<file path="config.mk">
export PLATFORM = sky130hd
export DESIGN_NAME = line_pixel_stepper
export DESIGN_NICKNAME = d
export VERILOG_FILES = /design/src/sv/lps_pkg.sv /design/src/sv/line_pixel_stepper.sv /design/src/sv/lps_queue.sv /design/src/sv/lps_front.sv /design/src/sv/lps_back.sv
export VERILOG_INCLUDE_DIRS = /design/src /design/src/sv
export SDC_FILE = /design/constraint.sdc
export NUM_CORES = 1
export LEC_CHECK = 0
export BUFFER_PORTS_ARGS = -buffer_cell sky130_fd_sc_hd__clkbuf_2
export CORE_ASPECT_RATIO = 1.75
export CORE_MARGIN = 2
export CORE_UTILIZATION = 50
export DETAILED_ROUTE_END_ITERATION = 10
export PLACE_DENSITY = 0.67
export SYNTH_ARGS = -nofsm -noshare
export SYNTH_HDL_FRONTEND = slang
export SYNTH_HIERARCHICAL = 1
export SYNTH_SLANG_ARGS = --single-unit
</file>
<file path="constraint.sdc">
create_clock -name clk -period 8.2 [get_ports clk]
set_clock_uncertainty 0.2 [all_clocks]
set_input_delay 0.41 -clock clk [delete_from_list [all_inputs] [get_ports clk]]
set_output_delay 0.41 -clock clk [all_outputs]
set_load 0.03 [all_outputs]
</file>
<file path="src/sv/line_pixel_stepper_defines.svh">
// Assertion macros shared by the line stepper modules.
// Each macro expects clk and rst_n in scope.
`ifndef LINE_PIXEL_STEPPER_DEFINES_SVH
`define LINE_PIXEL_STEPPER_DEFINES_SVH

// Check that a condition holds on every clock edge out of reset.
`define LPS_ASSERT_ALWAYS(label, cond, msg) \
    label: assert property (@(posedge clk) disable iff (!rst_n) (cond)) else $error(msg);

// Check that a consequent holds in the same cycle as its antecedent.
`define LPS_ASSERT_IMPLIES(label, ante, cons, msg) \
    label: assert property (@(posedge clk) disable iff (!rst_n) (ante) |-> (cons)) \
        else $error(msg);

`endif

</file>
<file path="src/sv/lps_pkg.sv">
`timescale 1ns / 1ps

package lps_pkg;

    // Item opcodes
    localparam logic MODE_BEGIN = 1'b0;
    localparam logic MODE_NEXT  = 1'b1;

    // Classified command flags passed from front to back
    typedef struct packed {
        logic mode;
        logic x_major;
        logic x_down;
        logic y_down;
    } cmd_flags_t;

    // Result flags carried alongside the pixel coordinates
    typedef struct packed {
        logic valid;
        logic last;
    } res_flags_t;

endpackage

</file>
<file path="src/sv/line_pixel_stepper.sv">
`timescale 1ns / 1ps
// Channel | Handshake          | Fields
// input   | push / full        | mode, x_start, y_start, x_end, y_end
// result  | empty / pop        | pixel_x, pixel_y, pixel_valid, last_pixel
//
// One item per cycle sustained while the result queue has room; each item yields exactly one result.
// A result shows on empty low once it has passed the command queue, which takes the item
// when it is accepted, and then the result queue, which the stepper fills when it has room.
// The stepper's add, compare and subtract on the error term are combinational.
// Reset clears the line state and both queues; no line is active after reset.
// A held-off pop backs up the result queue, then the stepper, then full rises.

module line_pixel_stepper #(
    parameter int COORD_BITS  = 12,
    parameter int QUEUE_DEPTH = 2
) (
    input  logic                         clk,
    input  logic                         rst_n,
    input  logic                         push,
    output logic                         full,
    input  logic                         mode,
    input  logic signed [COORD_BITS-1:0] x_start,
    input  logic signed [COORD_BITS-1:0] y_start,
    input  logic signed [COORD_BITS-1:0] x_end,
    input  logic signed [COORD_BITS-1:0] y_end,
    output logic                         empty,
    input  logic                         pop,
    output logic signed [COORD_BITS-1:0] pixel_x,
    output logic signed [COORD_BITS-1:0] pixel_y,
    output logic                         pixel_valid,
    output logic                         last_pixel
);

    localparam int N        = COORD_BITS;
    localparam int CMD_BITS = 4 * N + $bits(lps_pkg::cmd_flags_t);
    localparam int RES_BITS = 2 * N + $bits(lps_pkg::res_flags_t);
    localparam int RFB      = $bits(lps_pkg::res_flags_t);

    logic                cmd_empty, cmd_pop;
    logic [CMD_BITS-1:0] cmd_data;
    logic                res_full, res_push;
    logic [RES_BITS-1:0] res_wdata, res_rdata;
    lps_pkg::res_flags_t rflags;

    // Classify incoming items
    lps_front #(
        .COORD_BITS  (COORD_BITS),
        .QUEUE_DEPTH (QUEUE_DEPTH)
    ) u_front (
        .clk       (clk),
        .rst_n     (rst_n),
        .push      (push),
        .full      (full),
        .mode      (mode),
        .x_start   (x_start),
        .y_start   (y_start),
        .x_end     (x_end),
        .y_end     (y_end),
        .cmd_pop   (cmd_pop),
        .cmd_empty (cmd_empty),
        .cmd_data  (cmd_data)
    );

    // Step the line at most one pixel per command
    lps_back #(
        .COORD_BITS (COORD_BITS)
    ) u_back (
        .clk       (clk),
        .rst_n     (rst_n),
        .cmd_empty (cmd_empty),
        .cmd_data  (cmd_data),
        .cmd_pop   (cmd_pop),
        .res_full  (res_full),
        .res_push  (res_push),
        .res_data  (res_wdata)
    );

    // Hold results until the consumer pops them
    lps_queue #(
        .WIDTH (RES_BITS),
        .DEPTH (QUEUE_DEPTH)
    ) u_res_queue (
        .clk   (clk),
        .rst_n (rst_n),
        .push  (res_push),
        .wdata (res_wdata),
        .full  (res_full),
        .pop   (pop),
        .rdata (res_rdata),
        .empty (empty)
    );

    assign rflags      = lps_pkg::res_flags_t'(res_rdata[RES_BITS-1 -: RFB]);
    assign pixel_x     = res_rdata[2*N-1 -: N];
    assign pixel_y     = res_rdata[N-1:0];
    assign pixel_valid = rflags.valid;
    assign last_pixel  = rflags.last;

endmodule

</file>
<file path="src/sv/lps_queue.sv">
`timescale 1ns / 1ps
`include "line_pixel_stepper_defines.svh"

module lps_queue #(
    parameter int WIDTH = 52,
    parameter int DEPTH = 2
) (
    input  logic             clk,
    input  logic             rst_n,
    input  logic             push,
    input  logic [WIDTH-1:0] wdata,
    output logic             full,
    input  logic             pop,
    output logic [WIDTH-1:0] rdata,
    output logic             empty
);

    localparam int PW = (DEPTH > 1) ? $clog2(DEPTH) : 1;
    localparam int CW = $clog2(DEPTH + 1);

    logic [WIDTH-1:0] slot_reg [DEPTH];
    logic [PW-1:0]    wr_ptr_reg, wr_ptr_next;
    logic [PW-1:0]    rd_ptr_reg, rd_ptr_next;
    logic [CW-1:0]    count_reg, count_next;
    logic             do_push, do_pop;

    assign full    = (count_reg == CW'(DEPTH));
    assign empty   = (count_reg == '0);
    assign do_push = push & ~full;
    assign do_pop  = pop & ~empty;
    assign rdata   = slot_reg[rd_ptr_reg];

    // Advance pointers with wrap and track the fill level
    always_comb
    begin
        wr_ptr_next = wr_ptr_reg;
        rd_ptr_next = rd_ptr_reg;
        count_next  = count_reg;
        if (do_push)
        begin
            wr_ptr_next = (wr_ptr_reg == PW'(DEPTH - 1)) ? '0 : wr_ptr_reg + 1'b1;
        end
        if (do_pop)
        begin
            rd_ptr_next = (rd_ptr_reg == PW'(DEPTH - 1)) ? '0 : rd_ptr_reg + 1'b1;
        end
        if (do_push && !do_pop)
        begin
            count_next = count_reg + 1'b1;
        end
        else if (do_pop && !do_push)
        begin
            count_next = count_reg - 1'b1;
        end
    end

    always_ff @(posedge clk or negedge rst_n)
    begin
        if (!rst_n)
        begin
            wr_ptr_reg <= '0;
            rd_ptr_reg <= '0;
            count_reg  <= '0;
        end
        else
        begin
            wr_ptr_reg <= wr_ptr_next;
            rd_ptr_reg <= rd_ptr_next;
            count_reg  <= count_next;
        end
    end

    // Hold the item in its slot
    always_ff @(posedge clk)
    begin
        if (do_push)
        begin
            slot_reg[wr_ptr_reg] <= wdata;
        end
    end

    `LPS_ASSERT_ALWAYS(a_count_in_range, count_reg <= CW'(DEPTH), "queue over-filled")
    `LPS_ASSERT_IMPLIES(a_ptrs_meet, empty || full, wr_ptr_reg == rd_ptr_reg, "pointers apart")
    `LPS_ASSERT_ALWAYS(a_not_empty_and_full, !(empty && full), "queue both empty and full")

endmodule

</file>
<file path="src/sv/lps_front.sv">
`timescale 1ns / 1ps

module lps_front #(
    parameter int COORD_BITS = 12,
    parameter int QUEUE_DEPTH = 2
) (
    input  logic                         clk,
    input  logic                         rst_n,
    input  logic                         push,
    output logic                         full,
    input  logic                         mode,
    input  logic signed [COORD_BITS-1:0] x_start,
    input  logic signed [COORD_BITS-1:0] y_start,
    input  logic signed [COORD_BITS-1:0] x_end,
    input  logic signed [COORD_BITS-1:0] y_end,
    input  logic                         cmd_pop,
    output logic                         cmd_empty,
    output logic [4*COORD_BITS+$bits(lps_pkg::cmd_flags_t)-1:0] cmd_data
);

    localparam int N  = COORD_BITS;
    localparam int FB = $bits(lps_pkg::cmd_flags_t);
    localparam int CMD_BITS = 4 * N + FB;

    logic signed [N:0]   dx, dy;
    logic [N:0]          dx_mag, dy_mag;
    logic [N-1:0]        adx, ady, den, add;
    lps_pkg::cmd_flags_t flags;
    logic [CMD_BITS-1:0] cmd_word;

    // Classify the item: deltas, step signs, major axis, major and minor magnitudes
    always_comb
    begin
        dx = $signed({x_end[N-1], x_end}) - $signed({x_start[N-1], x_start});
        dy = $signed({y_end[N-1], y_end}) - $signed({y_start[N-1], y_start});
        dx_mag = dx[N] ? (~dx + 1'b1) : dx;
        dy_mag = dy[N] ? (~dy + 1'b1) : dy;
        adx = dx_mag[N-1:0];
        ady = dy_mag[N-1:0];
        flags.mode    = mode;
        flags.x_major = (adx >= ady);
        flags.x_down  = dx[N];
        flags.y_down  = dy[N];
        den = flags.x_major ? adx : ady;
        add = flags.x_major ? ady : adx;
        cmd_word = {flags, x_start, y_start, den, add};
    end

    // Hold classified commands until the stepper takes them
    lps_queue #(
        .WIDTH (CMD_BITS),
        .DEPTH (QUEUE_DEPTH)
    ) u_cmd_queue (
        .clk   (clk),
        .rst_n (rst_n),
        .push  (push),
        .wdata (cmd_word),
        .full  (full),
        .pop   (cmd_pop),
        .rdata (cmd_data),
        .empty (cmd_empty)
    );

endmodule

</file>
<file path="src/sv/lps_back.sv">
`timescale 1ns / 1ps
`include "line_pixel_stepper_defines.svh"

module lps_back #(
    parameter int COORD_BITS = 12
) (
    input  logic                      clk,
    input  logic                      rst_n,
    input  logic                      cmd_empty,
    input  logic [4*COORD_BITS+$bits(lps_pkg::cmd_flags_t)-1:0] cmd_data,
    output logic                      cmd_pop,
    input  logic                      res_full,
    output logic                      res_push,
    output logic [2*COORD_BITS+$bits(lps_pkg::res_flags_t)-1:0] res_data
);

    localparam int N  = COORD_BITS;
    localparam int A  = COORD_BITS + 1;
    localparam int FB = $bits(lps_pkg::cmd_flags_t);

    // Stepper state
    logic [N-1:0] cur_x_reg, cur_x_next;
    logic [N-1:0] cur_y_reg, cur_y_next;
    logic [A-1:0] accum_reg, accum_next;
    logic [N-1:0] denom_reg, denom_next;
    logic [N-1:0] addend_reg, addend_next;
    logic [N-1:0] pixels_left_reg, pixels_left_next;
    logic         x_major_reg, x_major_next;
    logic [1:0]   step_signs_reg, step_signs_next;
    logic         line_active_reg, line_active_next;

    lps_pkg::cmd_flags_t flags;
    lps_pkg::res_flags_t rflags;
    logic [N-1:0] c_x, c_y, c_den, c_add;
    logic [N-1:0] s_x, s_y, s_den, s_add, s_left;
    logic [A-1:0] s_acc, sum, acc_adv;
    logic         s_xm, s_xdn, s_ydn;
    logic         go, is_begin, idle_next, last, minor, step_x, step_y;
    logic [N-1:0] x_adv, y_adv, out_x, out_y;

    assign flags = lps_pkg::cmd_flags_t'(cmd_data[4*N+FB-1 -: FB]);
    assign c_x   = cmd_data[4*N-1 -: N];
    assign c_y   = cmd_data[3*N-1 -: N];
    assign c_den = cmd_data[2*N-1 -: N];
    assign c_add = cmd_data[N-1:0];

    // Take a command whenever one waits and the result queue has room
    assign go       = ~cmd_empty & ~res_full;
    assign cmd_pop  = go;
    assign res_push = go;

    always_comb
    begin
        is_begin  = (flags.mode == lps_pkg::MODE_BEGIN);
        idle_next = ~is_begin & ~line_active_reg;

        // Select the starting point for this pixel
        if (is_begin)
        begin
            s_x    = c_x;
            s_y    = c_y;
            s_den  = c_den;
            s_add  = c_add;
            s_acc  = {2'b00, c_den[N-1:1]};
            s_left = c_den;
            s_xm   = flags.x_major;
            s_xdn  = flags.x_down;
            s_ydn  = flags.y_down;
        end
        else
        begin
            s_x    = cur_x_reg;
            s_y    = cur_y_reg;
            s_den  = denom_reg;
            s_add  = addend_reg;
            s_acc  = accum_reg;
            s_left = pixels_left_reg - 1'b1;
            s_xm   = x_major_reg;
            s_xdn  = step_signs_reg[0];
            s_ydn  = step_signs_reg[1];
        end
        last = (s_left == '0);

        // Advance the error term and both coordinates
        sum     = s_acc + {1'b0, s_add};
        minor   = (sum >= {1'b0, s_den});
        acc_adv = minor ? (sum - {1'b0, s_den}) : sum;
        step_x  = s_xm | minor;
        step_y  = ~s_xm | minor;
        x_adv   = step_x ? (s_xdn ? s_x - 1'b1 : s_x + 1'b1) : s_x;
        y_adv   = step_y ? (s_ydn ? s_y - 1'b1 : s_y + 1'b1) : s_y;

        // Form the result; drop to zeros when no line is running
        rflags.valid = ~idle_next;
        rflags.last  = ~idle_next & last;
        out_x = idle_next ? '0 : s_x;
        out_y = idle_next ? '0 : s_y;

        // Hold state unless a pixel is produced
        cur_x_next       = cur_x_reg;
        cur_y_next       = cur_y_reg;
        accum_next       = accum_reg;
        denom_next       = denom_reg;
        addend_next      = addend_reg;
        pixels_left_next = pixels_left_reg;
        x_major_next     = x_major_reg;
        step_signs_next  = step_signs_reg;
        line_active_next = line_active_reg;
        if (go && !idle_next)
        begin
            cur_x_next       = last ? s_x : x_adv;
            cur_y_next       = last ? s_y : y_adv;
            accum_next       = last ? s_acc : acc_adv;
            denom_next       = s_den;
            addend_next      = s_add;
            pixels_left_next = s_left;
            x_major_next     = s_xm;
            step_signs_next  = {s_ydn, s_xdn};
            line_active_next = ~last;
        end
    end

    assign res_data = {rflags, out_x, out_y};

    always_ff @(posedge clk or negedge rst_n)
    begin
        if (!rst_n)
        begin
            cur_x_reg       <= '0;
            cur_y_reg       <= '0;
            accum_reg       <= '0;
            denom_reg       <= '0;
            addend_reg      <= '0;
            pixels_left_reg <= '0;
            x_major_reg     <= 1'b0;
            step_signs_reg  <= '0;
            line_active_reg <= 1'b0;
        end
        else
        begin
            cur_x_reg       <= cur_x_next;
            cur_y_reg       <= cur_y_next;
            accum_reg       <= accum_next;
            denom_reg       <= denom_next;
            addend_reg      <= addend_next;
            pixels_left_reg <= pixels_left_next;
            x_major_reg     <= x_major_next;
            step_signs_reg  <= step_signs_next;
            line_active_reg <= line_active_next;
        end
    end

    `LPS_ASSERT_IMPLIES(a_active_has_pixels, line_active_reg, pixels_left_reg != '0, "active line with no pixels left")
    `LPS_ASSERT_IMPLIES(a_accum_below_denom, line_active_reg, accum_reg < {1'b0, denom_reg}, "error term not reduced")
    `LPS_ASSERT_ALWAYS(a_minor_not_above_major, addend_reg <= denom_reg, "minor delta exceeds major delta")

endmodule
</file>
==> flow_summary_export.csv, run 1 <==
group,metric,value,unit
global_routing,grt_overflow,0,
route,via_per_inst,5.70,
floorplan,fp.dieArea,32400,sq um
synthesis,synthFlopType,"edfxtp_1",
worst_setup_path,crit_fanout,70,
worst_setup_path,cp_data_required_time,8.44,ns
global_routing,grt_pass1_vias,10600,
timing,period_minus_slack,6.42,ns
synthesis,synth-seq-cells,241,
clock_tree,ctsHoldBuffers,27,
global_routing,grt_pass1_wl,54.0,mm
min_path,holdPathEnd,"u_front/u_cmd_queue/wr_ptr_reg$_DFFE_PN0P_",
route,routedWlPerCell,18.1,microns
worst_setup_path,cp_top_family,"simple AND/OR/NAND/NOR gates",
clock_tree,cts_tree,"yes",
timing,hold_viol,0,
clock_tree,cts.repair.resized,0,
floorplan,design.core.area,30600,sq um
synthesis,async_reset_ff_share,35.3,%
floorplan,start_util,50.5,%
clock_tree,clockBufferDepth,3,
worst_setup_path,critPathSlowestCell,"dfrtp_2",
worst_setup_path,crit_type,"register to register",
layout,antennaDiodeCount,0,
timing,rsz0062_at_grt,"no",
floorplan,num_rows,85,
timing,post-route-period-util,78.2,%
global_routing,grt_start_max_net_pins,79,
synthesis,synth_warnings,6,
worst_setup_path,crit_arrival,6.66,ns
timing,worst_pin_slew,1.18,ns
layout,nNetsFinal,1607,
min_path,hp-class,"input port to register",
place,place_congestion,0.934,
worst_setup_path,timing.rr.end,"u_back/accum_reg[0]$_DFFE_PN0P_",
route,first_iter_violations,610,
route,num_vias,10700,
worst_setup_path,crit_path_end_kind,"register",
route,routed_wl,33.8,mm
synthesis,synth_common_cells,"edfxtp_1 (156), nand2_1 (101), a21oi_1 (88)",
place,port_buffers,80,
layout,drive_gt1_share,18.5,%
synthesis,syn-cell-area,15500,sq um
worst_setup_path,slowest_delay,0.86,ns
synthesis,netlist_instances,1384,
worst_setup_path,cp_cell_sequence,"mux2_4 > mux2_2 > ha_1 > or3_1 > or3_1 > a31o_2 > a21oi_1 > xnor2_1 > ha_1 > and3_1 > a21oi_1 > o21ai_2 > nor2_2 > mux2_2 > o211ai_1",
outcome,status,"finished, final reports clean",
clock_tree,clkTransAtPathRegs,0.07,ns
global_routing,grt_usage,21.0,%
timing,max_slew_margin,21.6,%
clock_tree,numClockSinks,241,
synthesis,synth-seq-area-share,44.0,%
worst_setup_path,start_kind,"register",
worst_setup_path,reg2reg_from,"u_front/u_cmd_queue/rd_ptr_reg$_DFFE_PN0P_",
clock_tree,root_buffer,"clkbuf_16",
worst_setup_path,r2r.worst_path.cells,15,
clock_tree,clock_latency,0.52,ns
global_routing,grt_antenna_before_repair,0,
worst_setup_path,path_buf_inv,0,
worst_setup_path,r2r_slack,1.78,ns
place,dp_hpwl,25.1,mm
clock_tree,post-cts-setup-buffers,0,
min_path,min_path_cells,3,
timing,tns,0,ns
layout,area_growth,9.58,%
synthesis,synth_edf_count,156,
synthesis,yosys.area.top_type_share,30.3,%
min_path,min_from,"push",
timing,fmax,156,MHz
timing,finalSetupViolations,0,
timing,slew_violations,0,
synthesis,yosys.cell_types.count,102,
floorplan,pin_count,81,
run,max-cap-violations,0,
synthesis,syn_area_per_cell,11.2,sq um
clock_tree,h-tree-depth,1,
layout,largest_reg_flops,104,
synthesis,yosysMostFrequentCell,"edfxtp_1",
clock_tree,numCtsBuffers,21,
synthesis,yosysTopAreaCell,"edfxtp_1",
synthesis,synth.area.top_cells,"edfxtp_1 (30%), dfrtp_1 (14%), ha_1 (6.9%), mux2_4 (6.6%), mux2i_1 (3.7%)",
route,antenna_left,0,
route,drc,0,
route,first_pass_iters,4,
floorplan,die_h,237,microns
synthesis,syn_nets,1528,
floorplan,die-width,137,microns
[how the worst max path moves through the flow]
stage | cells past startpoint | to | start
floorplan | 28 | u_back/cur_y_reg[2]$_DFFE_PN0P_ | u_front/u_cmd_queue/rd_ptr_reg$_DFFE_PN0P_
global placement | 19 | u_back/accum_reg[0]$_DFFE_PN0P_ | u_front/u_cmd_queue/rd_ptr_reg$_DFFE_PN0P_
detailed placement | 17 | u_back/accum_reg[0]$_DFFE_PN0P_ | u_front/u_cmd_queue/rd_ptr_reg$_DFFE_PN0P_
CTS | 17 | u_back/accum_reg[0]$_DFFE_PN0P_ | u_front/u_cmd_queue/rd_ptr_reg$_DFFE_PN0P_
global route | 20 | u_back/accum_reg[0]$_DFFE_PN0P_ | u_front/u_cmd_queue/rd_ptr_reg$_DFFE_PN0P_
finish | 15 | u_back/accum_reg[0]$_DFFE_PN0P_ | u_front/u_cmd_queue/rd_ptr_reg$_DFFE_PN0P_
[metrics by stage]
stage	instances	utilization (%)	instance area [sq um]	hold WS, ns	setup slack, ns
2_1_floorplan	1384	-	15500	-0.0856	2.28
3_3_place_gp	1804	52.4	16000	0.0985	1.89
3_5_place_dp	1804	52.4	16000	0.0959	1.79
4_1_cts	1869	55.4	17000	0.0667	1.78
5_1_grt	1869	55.4	17000	0.0924	1.33
6_report	1869	55.4	17000	0.0867	1.78
[cell usage in the layout, fill, tap and decap left out, drive strengths merged, types with 27 or more instances in the layout]
cell type      n
clkbuf       105
o21ai         70
a21oi         89
dlygate4sd3   27
nand2        101
mux2         110
nor2          83
xor2          34
ha            85
mux2i         59
nor2b         30
edfxtp       156
xnor2         49
inv           80
dfrtp         85
a21o          27
[per-layer routing]
layer | track usage, % | vias to the layer above | part of all wire, %
met3 | 1.69 | 62 | 2.8
met5 | 0 | - | 0
li1 | - | 5222 | -
met2 | 38.7 | 200 | 53
met4 | 9.72 | 0 | 4.7
met1 | 24.3 | 5170 | 40
[worst min-delay path, cell delays in order]
cell and delay [ns]:
clkbuf_2 0.11, nand2_1 0.16, xnor2_1 0.09
[cells by family after synthesis]
kind of cell    after synthesis  share of synthesized area (%)
compound gates              312                           13.9
xor+xnor                     83                           4.87
fa+ha+maj                    91                           7.65
buf+inv                     138                           4.57
flops                       241                           44.0
mux                         169                           13.5
simple gates                350                           11.5
[area by class of cell]
| cell class | count | area (sq um) |
|---|---|---|
| Tap cell | 391 | 489 |
| Fill cell | 2668 | 13700 |
| Multi-Input combinational cell | 1005 | 7980 |
| Inverter | 79 | 297 |
| Clock buffer | 26 | 544 |
| Sequential cell | 241 | 6810 |
| Clock inverter | 12 | 101 |
| Timing Repair Buffer | 115 | 733 |
Power of run 1 is left out: the tool's default activity adds up to more than one toggle a clock period on the data nets, which glitch-free logic cannot reach.
==> run 2, diff against run 1 <==
Settings changed: PLACE_DENSITY 0.67 to 0.7.
Clock period 8.2 ns to 5.5 ns, I/O delays scaled along.
==> run 2 against run 1 <==
  * Non-clock buffer count up 25
  * Global-route usage up 0.51 points
  * Setup slack worse by 1.5 ns
  * Clock-buffer cell count unchanged
  * Die area unchanged
  * Critical path depth up 6
  * Worst hold slack worse by 0.053 ns
  * Cell area up 2.4%
  * Sequential cell count unchanged
  * First-iteration DRC count down 6.9%
  * Via count up 0.82%
  * Cell count up 1.5%
  * Critical endpoint is now u_back/cur_x_reg[7]$_DFFE_PN0P_
  * Highest routed layer unchanged
==> flow_summary_export.csv, run 2 (synthesis gave the netlist of run 1 again) <==
group,metric,value,unit
outcome,status,"finished, final reports clean",
layout,layout_common_cells,"edfxtp_1 (156), nand2_1 (100), ha_1 (85)",
place,dp_slack,0.0860,ns
route,routed_wl,34.7,mm
run,max-cap-violations,0,
layout,antennaDiodeCount,0,
min_path,hp-class,"input port to async pin",
route,drc,0,
worst_setup_path,slowest_delay,0.47,ns
global_routing,grt_start_max_net_pins,60,
timing,tns,0,ns
layout,fin_cells,1897,
clock_tree,numClockSinks,241,
floorplan,start_util,50.5,%
worst_setup_path,cp_top_family,"compound AO/OA/AOI/OAI gates",
floorplan,die-width,137,microns
route,via_per_inst,5.66,
route,first_pass_iters,6,
timing,setup_slack,0.292,ns
layout,nNetsFinal,1634,
worst_setup_path,critPathSlowestCell,"mux2_2",
clock_tree,cts_tree,"yes",
layout,final_common_cell,"edfxtp_1",
global_routing,grt_usage,21.6,%
route,first_iter_violations,568,
worst_setup_path,crit_fanout,14,
layout,utilization,56.7,%
timing,finalSetupViolations,0,
layout,drive_gt1_share,20.8,%
timing,hold_viol,0,
layout,num-fill-cells,2572,
clock_tree,clock_latency,0.53,ns
layout,largest_reg_flops,104,
place,dp_hpwl,25.8,mm
clock_tree,numCtsBuffers,22,
global_routing,grt_antenna_before_repair,0,
floorplan,die_h,237,microns
place,dp.cells,1823,
clock_tree,clkTransAtPathRegs,0.07,ns
floorplan,num_rows,85,
route,routedWlPerCell,18.3,microns
global_routing,grt_overflow,0,
floorplan,design.core.area,30600,sq um
route,num_vias,10700,
clock_tree,clockBufferDepth,3,
timing,rsz0062_at_grt,"no",
global_routing,grt_pass1_wl,55.8,mm
worst_setup_path,start_kind,"register",
place,port_buffers,80,
route,antenna_left,0,
worst_setup_path,cp_data_required_time,5.67,ns
clock_tree,root_buffer,"clkbuf_16",
clock_tree,h-tree-depth,1,
worst_setup_path,path_buf_inv,3,
timing,max_slew_margin,20.7,%
timing,worst_pin_slew,1.19,ns
layout,multiInputGateArea,8040,sq um
layout,regArea,6810,sq um
worst_setup_path,crit_arrival,5.38,ns
place,place_congestion,0.895,
floorplan,pin_count,81,
layout,area_growth,12.2,%
worst_setup_path,crit_path_end_kind,"register",
global_routing,grt_pass1_vias,11000,
timing,post-route-period-util,94.7,%
timing,fmax,192,MHz
floorplan,fp.dieArea,32400,sq um
timing,slew_violations,0,
worst_setup_path,crit_type,"register to register",
timing,period_minus_slack,5.21,ns
worst_setup_path,cp_cell_sequence,"buf_4 > mux2_2 > a21oi_1 > inv_1 > ha_1 > o21ai_0 > nor2_1 > or3_1 > a31o_2 > a21oi_2 > xnor2_1 > ha_1 > and3_1 > nand4_1 > nor3_2 > a21oi_2 > o21ai_4 > o31ai_4 > buf_4 > mux2i_1 > o21ai_1",
[run 2: cell count changes in the layout (fill, tap and decap cells not counted), sizes merged]
cell         delta
mux2            +1
buf            +23
clkinv          +5
clkbuf          +1
bufinv          +2
clkinvlp        -5
dlygate4sd3     +1
[run 2: through the flow]
step                hold WS [ns]  instance area (sq um)
floorplan                 -0.221                  15500
global placement          0.0455                  16200
detailed placement        0.0471                  16200
CTS                       0.0383                  17300
global route              0.0646                  17400
finish                    0.0339                  17400
[run 2: worst register-to-register path, delay by kind of cell (launching register included)]
family	cells	cell delay, ns
adder cells (fa/ha/maj)	2	0.73
buffers and inverters	3	0.49
multiplexers	2	0.69
AO/OA/AOI/OAI	8	1.56
AND/OR/NAND/NOR	5	0.88
flip-flops	1	0.42
XOR/XNOR	1	0.10
[run 2: path summary, 6_finish.rpt]
path                                                       startpoint  slack [ns]                                       endpoint  depth (start not counted)
setup reg to reg           u_front/u_cmd_queue/rd_ptr_reg$_DFFE_PN0P_        0.29                u_back/cur_x_reg[7]$_DFFE_PN0P_                         21
max in group asynchronous                                       rst_n        3.83     u_front/u_cmd_queue/rd_ptr_reg$_DFFE_PN0P_                          3
hold reg to reg                      u_back/addend_reg[7]$_DFFE_PN0P_        0.27               u_back/addend_reg[7]$_DFFE_PN0P_                          2
setup / recovery           u_front/u_cmd_queue/rd_ptr_reg$_DFFE_PN0P_        0.29                u_back/cur_x_reg[7]$_DFFE_PN0P_                         21
min in group clk                                             x_end[0]        0.18  u_front/u_cmd_queue/slot_reg[1][12]$_DFFE_PP_                          4
hold / removal                                                  rst_n        0.03               u_back/denom_reg[10]$_DFFE_PN0P_                          2
[run 2: area by class of cell]
class | count | share of cell area [%]
Clock inverter | 14 | 1.02
Timing Repair Buffer | 140 | 5.56
Multi-Input combinational cell | 1006 | 46.3
Inverter | 79 | 1.71
Tap cell | 391 | 2.82
Clock buffer | 26 | 3.37
Sequential cell | 241 | 39.2
[run 2: layer usage]
layer	vias to the layer above	routed length (microns)	share of wire [%]	track usage, %
li1	5290	-	-	-
met1	5163	13700	40	25.1
met2	221	18200	53	39.3
met3	67	986	2.8	1.61
met4	0	1710	4.9	10.2
met5	-	0	0	0
[run 2: timing repair]
item / 4_1_cts / 5_1_grt
hold buffers: 28 / 0
setup buffers: 0 / 4
endpoints found under the setup margin: 0 / 25
hold endpoints to repair: 82 / 0
resized for setup: 0 / 4
Power of run 2 is left out for the same reason.
==> run 3, diff against run 2 <==
Settings changed: GPL_TIMING_DRIVEN from default to 0.
==> run 3 against run 2 <==
  * Die area stayed put
  * Worst hold slack better by 0.094 ns
  * Routed wire length is 13% higher
  * Non-clock buffer count is 63 higher
  * Global-route usage is 2.3 points higher
  * Cell count is 3.3% higher
  * Cell area is 4.8% higher
  * Sequential cell count stayed put
  * Setup slack worse by 0.24 ns
  * Critical path depth is 1 lower
  * Critical path type unchanged
  * Highest routed layer unchanged
==> flow_summary_export.csv, run 3 (synthesis gave the netlist of run 1 again) <==
group,metric,value,unit
outcome,status,"finished, final reports clean",
clock_tree,clockBufferDepth,3,
clock_tree,cts_tree,"yes",
layout,area_growth,17.6,%
global_routing,grt_pass1_vias,11500,
floorplan,design.core.area,30600,sq um
worst_setup_path,cp_data_required_time,5.69,ns
route,antenna_left,0,
layout,antennaDiodeCount,0,
place,post_dp_cell_area,16500,sq um
clock_tree,clkTransAtPathRegs,0.07,ns
route,first_pass_iters,5,
global_routing,grt_overflow,0,
worst_setup_path,reg2reg_from,"u_front/u_cmd_queue/rd_ptr_reg$_DFFE_PN0P_",
route,num_vias,11400,
clock_tree,clock_latency,0.53,ns
global_routing,top_usage_layer,"met2",
place,dp.cells,1859,
worst_setup_path,r2r.worst_path.cells,20,
global_routing,grtUsageMet1,26.8,%
worst_setup_path,critPathLaunch,"u_front/u_cmd_queue/rd_ptr_reg$_DFFE_PN0P_",
place,place_congestion,0.962,
place,port_buffers,80,
place,dp_slack,-1.00,ns
layout,nNetsFinal,1696,
global_routing,globalRouteMet2Util,43.6,%
min_path,hp-class,"input port to async pin",
timing,slew_violations,0,
global_routing,grt_pass1_wl,60.4,mm
floorplan,die_h,237,microns
clock_tree,h-tree-depth,1,
layout,drive_gt1_share,24.7,%
timing,period_minus_slack,5.45,ns
route,routed_wl,39.0,mm
layout,final_common_cell,"edfxtp_1",
floorplan,fp.dieArea,32400,sq um
global_routing,grt_usage,23.9,%
layout,final_cell_area,18200,sq um
global_routing,grt_start_max_net_pins,46,
place,dp_hpwl,29.2,mm
floorplan,num_rows,85,
layout,num-fill-cells,2506,
route,via_per_inst,5.81,
timing,tns,0,ns
global_routing,grt_antenna_before_repair,0,
layout,layout_common_cells,"edfxtp_1 (156), nand2_1 (101), dfrtp_1 (85)",
floorplan,start_util,50.5,%
timing,setup_slack,0.0528,ns
route,first_iter_violations,700,
clock_tree,root_buffer,"clkbuf_16",
worst_setup_path,r2r_slack,0.05,ns
layout,largest_reg_flops,104,
global_routing,grt_use_met3,1.69,%
route,routedWlPerCell,19.9,microns
timing,fmax,184,MHz
timing,hold_viol,0,
timing,worst_pin_slew,1.15,ns
timing,post-route-period-util,99.0,%
floorplan,pin_count,81,
worst_setup_path,crit_type,"register to register",
worst_setup_path,crit_arrival,5.64,ns
timing,max_slew_margin,23.1,%
route,drc,0,
clock_tree,numCtsBuffers,22,
worst_setup_path,timing.rr.end,"u_back/cur_x_reg[7]$_DFFE_PN0P_",
floorplan,die-width,137,microns
worst_setup_path,start_kind,"register",
worst_setup_path,crit_fanout,10,
layout,fin_cells,1959,
clock_tree,numClockSinks,241,
timing,finalSetupViolations,0,
timing,rsz0062_at_grt,"yes",
worst_setup_path,crit_path_end_kind,"register",
run,max-cap-violations,0,
==> run 3: worst max-delay path by stage <==
stage / endpoint / slack (ns)
3_5_place_dp: u_back/cur_y_reg[9]$_DFFE_PN0P_ / -1.00
5_1_grt: u_back/cur_x_reg[8]$_DFFE_PN0P_ / -0.15
2_1_floorplan: u_back/cur_y_reg[2]$_DFFE_PN0P_ / 0.005
4_1_cts: u_front/u_cmd_queue/slot_reg[0][1]$_DFFE_PP_ / 0.008
6_report: u_back/cur_x_reg[7]$_DFFE_PN0P_ / 0.05
3_3_place_gp: u_back/cur_y_reg[4]$_DFFE_PN0P_ / -0.96
==> run 3: final cells by class <==
cell class | count | area, sq um | share of cell area (%)
flip-flops and latches | 241 | 6810 | 37.4
plain buffers | 54 | 490 | 2.69
clock inverters | 15 | 138 | 0.756
inverters | 79 | 297 | 1.63
repair buffers | 149 | 1100 | 6.05
well taps | 391 | 489 | 2.69
multi-input cells | 1005 | 8310 | 45.7
clock buffers | 25 | 562 | 3.09
==> run 3: routing by layer <==
layer,wire length (microns),share of wire (%),vias up
li1,-,-,5411
met1,14500,37,5535
met2,20900,54,334
met3,1360,3.5,104
met4,2280,5.8,0
met5,0,0,-
==> run 3: per-stage QoR <==
stage                     hold slack (ns)  util, %
after floorplan                    -0.221        -
after global placement              0.252     53.6
after detailed placement            0.159     54.0
after CTS                           0.147     58.5
after global routing                0.185     59.4
final                               0.127     59.4
==> run 3: repair_timing <==
action                     CTS  global route
setup endpoints to repair   45            64
hold buffers                28             0
setup buffers               22            12
gates resized for setup     62            36
pin swaps                   25            21
hold endpoints to repair    92             0
cloned                       2             2
==> run 3: critical path, cell delays in order, from the launching register on <==
cell,delay (ns)
dfrtp_1,0.40
buf_12,0.15
mux2_4,0.34
buf_12,0.14
buf_12,0.13
buf_8,0.15
mux2_2,0.32
ha_4,0.18
or3_4,0.36
or3_4,0.38
a31o_4,0.26
buf_6,0.11
o41a_1,0.40
xor2_2,0.28
ha_4,0.27
a21oi_4,0.19
o21ai_4,0.13
o31ai_4,0.38
buf_6,0.20
mux2i_2,0.23
o21ai_1,0.08
Power of run 3 is left out for the same reason.
